==> config.mk <==
export PLATFORM = sky130hd
export DESIGN_NAME = acm_exec
export DESIGN_NICKNAME = d
export VERILOG_FILES = /design/src/design/acm_pkg.sv /design/src/design/acm_exec.sv
export SDC_FILE = /design/constraint.sdc
export NUM_CORES = 1
export LEC_CHECK = 0
export BUFFER_PORTS_ARGS = -buffer_cell sky130_fd_sc_hd__buf_2
export CORE_ASPECT_RATIO = 0.9
export CORE_MARGIN = 8
export CORE_UTILIZATION = 35
export DETAILED_ROUTE_END_ITERATION = 8
export GPL_TIMING_DRIVEN = 0
export MAX_ROUTING_LAYER = met4
export SYNTH_ARGS = -nofsm -noshare
export SYNTH_HDL_FRONTEND = slang
export SYNTH_SLANG_ARGS = --single-unit
==> constraint.sdc <==
create_clock -name vclk -period 5.8
set_input_delay 0.58 -clock vclk [all_inputs]
set_output_delay 0.58 -clock vclk [all_outputs]
set_load 0.01 [all_outputs]
==> src/design/acm_pkg.sv <==
`timescale 1ns / 1ps
`default_nettype none
// ----------------------------------------------------------------------------
// acm_pkg: shared types and codes of the accumulator machine
// Word and counter widths, action and opcode codes, result status codes,
// the instruction word layout and the execute unit's result bundle.
// ----------------------------------------------------------------------------
package acm_pkg;

   localparam int WORD_W = 24;
   localparam int CNT_W  = 12;
   localparam int OP_W   = 6;
   localparam int MODE_W = 4;

   // input word actions
   localparam logic [1:0] ACT_WRITE       = 2'd0;
   localparam logic [1:0] ACT_SET_COUNTER = 2'd1;
   localparam logic [1:0] ACT_EXECUTE     = 2'd2;

   // opcodes
   localparam logic [OP_W-1:0] OP_HALT = 6'd0;
   localparam logic [OP_W-1:0] OP_NOP  = 6'd1;
   localparam logic [OP_W-1:0] OP_LD   = 6'd16;
   localparam logic [OP_W-1:0] OP_ST   = 6'd17;
   localparam logic [OP_W-1:0] OP_EM   = 6'd18;
   localparam logic [OP_W-1:0] OP_LDX  = 6'd24;
   localparam logic [OP_W-1:0] OP_STX  = 6'd25;
   localparam logic [OP_W-1:0] OP_EMX  = 6'd26;
   localparam logic [OP_W-1:0] OP_ADD  = 6'd32;
   localparam logic [OP_W-1:0] OP_SUB  = 6'd33;
   localparam logic [OP_W-1:0] OP_CLR  = 6'd34;
   localparam logic [OP_W-1:0] OP_COM  = 6'd35;
   localparam logic [OP_W-1:0] OP_AND  = 6'd36;
   localparam logic [OP_W-1:0] OP_OR   = 6'd37;
   localparam logic [OP_W-1:0] OP_XOR  = 6'd38;
   localparam logic [OP_W-1:0] OP_ADDX = 6'd40;
   localparam logic [OP_W-1:0] OP_SUBX = 6'd41;
   localparam logic [OP_W-1:0] OP_CLRX = 6'd42;
   localparam logic [OP_W-1:0] OP_J    = 6'd48;
   localparam logic [OP_W-1:0] OP_JZ   = 6'd49;
   localparam logic [OP_W-1:0] OP_JN   = 6'd50;
   localparam logic [OP_W-1:0] OP_JP   = 6'd51;

   // addressing modes
   localparam logic [MODE_W-1:0] MODE_DIRECT    = 4'd0;
   localparam logic [MODE_W-1:0] MODE_IMMEDIATE = 4'd1;
   localparam logic [MODE_W-1:0] MODE_NI_FIRST  = 4'd2;
   localparam logic [MODE_W-1:0] MODE_NI_LAST   = 4'd4;

   typedef enum logic [2:0] {
      ST_DONE    = 3'd0,
      ST_HALT    = 3'd1,
      ST_OPNI    = 3'd2,
      ST_MODENI  = 3'd3,
      ST_ILLMODE = 3'd4,
      ST_UNKNOWN = 3'd5
   } status_type;

   typedef struct packed {
      logic [CNT_W-1:0]  addr;
      logic [OP_W-1:0]   opcode;
      logic [MODE_W-1:0] mode;
      logic [1:0]        spare;
   } instr_type;

   typedef struct packed {
      status_type        status;
      logic [WORD_W-1:0] acc;
      logic [CNT_W-1:0]  cnt;
      logic              mem_we;
   } exec_result_type;

endpackage
`default_nettype wire

==> src/design/acm_exec.sv <==
`timescale 1ns / 1ps
`default_nettype none
// ----------------------------------------------------------------------------
// acm_exec: instruction execute unit
// Decodes one fetched instruction against the accumulator, the already
// incremented counter and the operand word read from memory, and returns
// the new accumulator, counter, status and a store request.
// ----------------------------------------------------------------------------
module acm_exec
   import acm_pkg::*;
(
   input  instr_type          ir,
   input  logic [WORD_W-1:0]  operand_word,
   input  logic [WORD_W-1:0]  acc,
   input  logic [CNT_W-1:0]   cnt,
   output exec_result_type    res
);

   logic [WORD_W-1:0] operand;
   logic              mode_ni;

   // immediate operand is the address field, zero extended
   assign operand = (ir.mode == MODE_IMMEDIATE) ? {{(WORD_W-CNT_W){1'b0}}, ir.addr}
                                                : operand_word;
   assign mode_ni = (ir.mode >= MODE_NI_FIRST) && (ir.mode <= MODE_NI_LAST);

   // decode and execute
   always_comb begin
      res.status = ST_DONE;
      res.acc    = acc;
      res.cnt    = cnt;
      res.mem_we = 1'b0;
      case (ir.opcode)
         OP_LDX, OP_STX, OP_EMX, OP_ADDX, OP_SUBX, OP_CLRX: begin
            res.status = ST_OPNI;
         end
         OP_HALT: begin
            res.status = ST_HALT;
         end
         OP_NOP: begin
         end
         OP_CLR: begin
            res.acc = '0;
         end
         OP_COM: begin
            res.acc = ~acc;
         end
         OP_LD, OP_ADD, OP_SUB, OP_AND, OP_OR, OP_XOR: begin
            if (ir.mode == MODE_DIRECT || ir.mode == MODE_IMMEDIATE) begin
               case (ir.opcode)
                  OP_LD:   res.acc = operand;
                  OP_ADD:  res.acc = acc + operand;
                  OP_SUB:  res.acc = acc - operand;
                  OP_AND:  res.acc = acc & operand;
                  OP_OR:   res.acc = acc | operand;
                  OP_XOR:  res.acc = acc ^ operand;
                  default: res.acc = acc;
               endcase
            end else if (mode_ni) begin
               res.status = ST_MODENI;
            end else begin
               res.status = ST_ILLMODE;
            end
         end
         OP_ST, OP_EM, OP_J, OP_JZ, OP_JN, OP_JP: begin
            if (ir.mode == MODE_DIRECT) begin
               case (ir.opcode)
                  OP_ST: res.mem_we = 1'b1;
                  OP_EM: begin
                     res.mem_we = 1'b1;
                     res.acc    = operand_word;
                  end
                  OP_J:  res.cnt = ir.addr;
                  OP_JZ: begin
                     if (acc == '0) res.cnt = ir.addr;
                  end
                  OP_JN: begin
                     if (acc[WORD_W-1]) res.cnt = ir.addr;
                  end
                  OP_JP: begin
                     if (acc != '0 && !acc[WORD_W-1]) res.cnt = ir.addr;
                  end
                  default: res.cnt = cnt;
               endcase
            end else if (mode_ni) begin
               res.status = ST_MODENI;
            end else begin
               res.status = ST_ILLMODE;
            end
         end
         default: begin
            res.status = ST_UNKNOWN;
         end
      endcase
   end

endmodule
`default_nettype wire

# == Yosys cells after proc, flatten, opt, wreduce, memory -nomap -nowiden ==
# Index checks and enable logic that the tools add are counted.
# totals
reg_bits,0
latchBits,0
ram_bits,0
mem_bits_ro,0
inputBits,84
out_inout_bits,40
elab_cells,59
mem_count,0
# classes
addsub,2
n_mul,0
div,0
n_lt_le_gt_ge,2
n_eq_ne,22
n_shift,0
n_mux,16
bitwise_logic,4
reduce_logical,13
# ops
op,count
24-bit one-hot mux with 6 select lines,1
24-bit one-hot mux with 4 select lines,1
"6-bit == test, second input constant",14
24-bit two-way mux,3
12-bit one-hot mux with 4 select lines,1
37-bit two-way mux,1
"6-bit by 5-bit == test with 1-bit output, second input constant",6
12-bit two-way mux,3
24-bit adder,1
24-bit AND,1
24-bit logical NOT,1
24-bit NOT,1
24-bit bitwise OR,1
24-bit nonzero test,1
24-bit subtractor,1
24-bit XOR,1
6-bit OR reduction,3
3-bit one-hot mux with 5 select lines,1
13-bit two-way mux,1
3-bit two-way mux,3
"6-bit by 1-bit == test with 1-bit output, second input constant",1
6-bit logical NOT,1
"4-bit by 1-bit == test with 1-bit output, second input constant",1
"4-bit by 2-bit >= comparator with 1-bit output, second input constant",1
other kinds (8),9

# == Logic depth before layout (Yosys ltp) ==
# logic_depth
depth_word,6
ltp_mapped,19

# == Least setup slack after synthesis ==
# No wires, ideal clock.
# synth_path
path_kind,input port to output port
start,input port ir[3] in the netlist's numbering
end,output port res[33] in the netlist's numbering
t_arrival_ns,4.363
required_ns,5.220
path_slack_ns,0.857
cell_stages,19
n_path_buf,1
path_cell_list,or4b_1 > buf_2 > mux2i_2 > inv_2 > nor4_4 > o2111ai_1 > nor2_2 > nand2_2 > nand2_1 > xnor2_1 > ha_1 > and4_1 > and2_1 > a221o_1 > nor3_1 > o21ai_0 > nand3_1 > nand3_1 > a22oi_1
# synth_lines
item,line,rtl
"start, declared",acm_exec.sv:12,"input instr_type ir,"
"end, declared",acm_exec.sv:16,output exec_result_type res

==> parameters.txt <==
Parameter                              Value

Run status
  Status ... complete, no violations

Finish
  # diodes ... 0
  Most common library cell in the layout ignoring fill and taps ... buf_2
  Final std cells w/o fill ... 1032
  Number of flip-flops and latches ... 0
  Fraction of layout instances using a drive strength above 1 ... 22.1%
  Commonest cells after routing, fill and taps aside ... buf_2 (126), nor2_1 (73), a21oi_1 (69)
  Net count of the finished layout ... 1020
  Total of clock buffers placed in the layout ... 0
  Post-route cell area ... 5880 µm²
  Area of all sequential standard cells ... 0 µm²
  Syn-to-layout area delta ... 22.2%
  Count of fill cells added during filler insertion ... 1489

Routing
  Number of nets with antenna violations after detailed routing ... 0
  Drt total wl ... 22.7 mm
  Vias per inst ... 6.22
  Avg WL per Cell ... 22.0 µm
  Router iterations before antenna repair ... 5
  Number of vias in the routed layout ... 6424
  DRC violations left ... 0
  Violation count after the first detailed-routing iteration ... 791

Worst setup path
  Source of the critical timing path ... ir[3]
  CP Cell Sequence ... buf_2 > or4b_1 > buf_6 > mux2i_4 > inv_2 > nor4_4 > o2111ai_2 > buf_4 > o21ai_0 > xnor2_1 > ha_1 > nand2_1 > nor2_1 > or3_4 > nand3b_1 > nor3b_4 > o211ai_1 > mux2i_1 > o221a_2 > buf_2
  CP Data Arrival Time ... 5.11 ns
  Slowest CP cell ... or4b_1
  Worst-path fanout max ... 6
  Kind of start point of the critical path ... input pin
  Type of the worst setup path ... input pin to output port
  Crit path required time ... 5.22 ns
  CP most frequent cell ... buf_2
  Critical path endpoint category ... output port
  Highest cell delay on the worst timing path ... 0.54 ns

Floorplanning
  Die boundary width ... 140 µm
  Die Ht ... 127 µm
  Boundary Pins ... 124
  Area enclosed by the die boundary ... 17800 µm²
  Std-Cell Rows ... 40
  Initial cell density of the core ... 35.9%
  Area inside the core boundary ... 13400 µm²

Synth
  Largest family of logic cells by synthesized area ... compound AO/OA/AOI/OAI gates
  XOR/XNOR share of the synthesized area ... 6.73%
  Complex-gate fraction of the synthesized area ... 34.7%
  Adder-cell area share of the yosys netlist ... 18.3%
  Synthesized netlist cell count ... 732
  Proportion of synthesized area in mux cells ... 8.13%
  Number of different library cells in the post-synthesis netlist ... 73
  Fraction of the yosys area taken by sequential cells ... 0%
  Synth Area per Inst ... 6.58 µm²
  Summed instance area of the synthesized netlist ... 4820 µm²
  Synth warnings ... 0
  Simple-gate area share of the yosys netlist ... 24.5%
  Syn Nets ... 886

Pwr
  Power per standard cell area ... 81.4 nW/µm²
  Worst IR Drop VDD ... 38.7 µV
  Net switching share of the total power ... 60.5%
  Internal cell power ... 0.000189 W
  Leakage ... 2.66 nW
  Logic gate share of total power ... 100.0%
  Final Total Pwr ... 0.000479 W
  Sequential share of power ... 0%
  Fraction of power consumed by the clock network ... 0%
  Psw ... 0.000290 W

STA
  Final-report setup violation count ... 0
  Final WS setup ... 0.108 ns
  Maximum clock frequency ... 176 MHz
  Minimum clock period after layout ... 5.69 ns
  Actual transition at the worst max-transition pin ... 1.37 ns
  Final number of max-transition violations ... 0
  Crit share post-route ... 98.1%
  Max-slew headroom ... 7.97%
  Hold violation total from the final report ... 0

Placement
  Count of input and output buffers ... 121
  Placed Cells ... 1024
  Cell Area, Placed ... 5670 µm²
  RD Place Congestion ... 0.968
  Half-perimeter wire length of the detailed placement result ... 17.6 mm
  Pre-CTS setup slack ... -0.483 ns

GRT
  Wire length of the first global-routing pass ... 34.9 mm
  Vias in the first global route ... 6030
  Global route total overflow ... 0
  Total track usage ... 25.1%
  Maximum number of pins on one net before global-route repair ... 11
  Number of antenna violations at the first check in global routing ... 0

Worst hold path
  HP Class ... input pin to output port
  Worst hold stages ... 3
  Startpoint of the lowest-slack hold path ... cnt[4]
  Terminating pin of the worst hold path ... res[5]

Clock network
  Post-CTS Hold Buffers ... 0

Run
  Count of max-cap constraint violations ... 0
per-layer routing:
metal,global-route usage (%),vias up,share of wire [%]
met5,-,-,0
met4,6.19,0,3.0
met3,3.43,55,11
met2,38.1,409,43
met1,34.4,2970,44
li1,-,2990,-
worst max-delay path, delay by kind of cell:
| family | cells | cell delay (ns) |
|---|---|---|
| AO/OA/AOI/OAI | 4 | 0.93 |
| XOR/XNOR | 1 | 0.18 |
| adder cells (fa/ha/maj) | 1 | 0.33 |
| buffers and inverters | 5 | 0.72 |
| multiplexers | 2 | 0.40 |
| AND/OR/NAND/NOR | 7 | 1.97 |
logic make-up after synthesis:
kind of cell | Yosys count
compound gates | 252
xor+xnor | 37
fa+ha+maj | 70
buf+inv | 96
mux | 36
simple gates | 241
stage by stage:
stage | hold WS, ns | setup TNS, ns | utilization, %
global placement | 1.47 | -1.39 | 42.0
global route | 1.48 | -0.0378 | 43.9
detailed placement | 1.47 | -1.46 | 42.3
finish | 1.47 | 0 | 43.9
floorplan | 1.31 | 0 | -
CTS | 1.48 | 0 | 42.7
cell usage after synthesis (13+ instances only):
library cell	instances	area share (%)
nor3_1	28	2.9
o21ai_0	48	5.0
nor2_1	73	5.7
xnor2_1	31	5.6
ha_1	69	18
mux2_2	13	3.0
nand2_1	59	4.6
o22ai_1	14	1.8
inv_1	53	4.1
mux2i_1	19	3.9
a21oi_1	72	7.5
clkbuf_1	29	2.3
worst max path at each step:
stage	endpoint	depth (start not counted)
2_1_floorplan	res[33]	19
3_3_place_gp	res[33]	21
3_5_place_dp	res[33]	17
4_1_cts	res[33]	21
5_1_grt	res[34]	21
6_report	res[34]	20
power groups by stage:
stage / logic, W / clock network (W) / registers (W)
floorplan: 0.000290 / 0 / 0
global placement: 0.000444 / 0 / 0
detailed placement: 0.000446 / 0 / 0
CTS: 0.000454 / 0 / 0
global route: 0.000526 / 0 / 0
finish: 0.000479 / 0 / 0
what timing repair did:
| item | in CTS | in global routing |
|---|---|---|
| cloned | 0 | 0 |
| pin swaps | 2 | 6 |
| resized for setup | 10 | 26 |
| buffers inserted | 1 | 7 |
| setup endpoints to repair | 9 | 11 |
cell type report:
| cell class | instances | area, µm² | area share, % |
|---|---|---|---|
| Multi-Input combinational cell | 636 | 4610 | 78.3 |
| Timing Repair Buffer | 132 | 688 | 11.7 |
| Tap cell | 168 | 210 | 3.57 |
| Inverter | 55 | 206 | 3.51 |
| Buffer | 41 | 171 | 2.91 |
(Power assumes the default switching activity.)
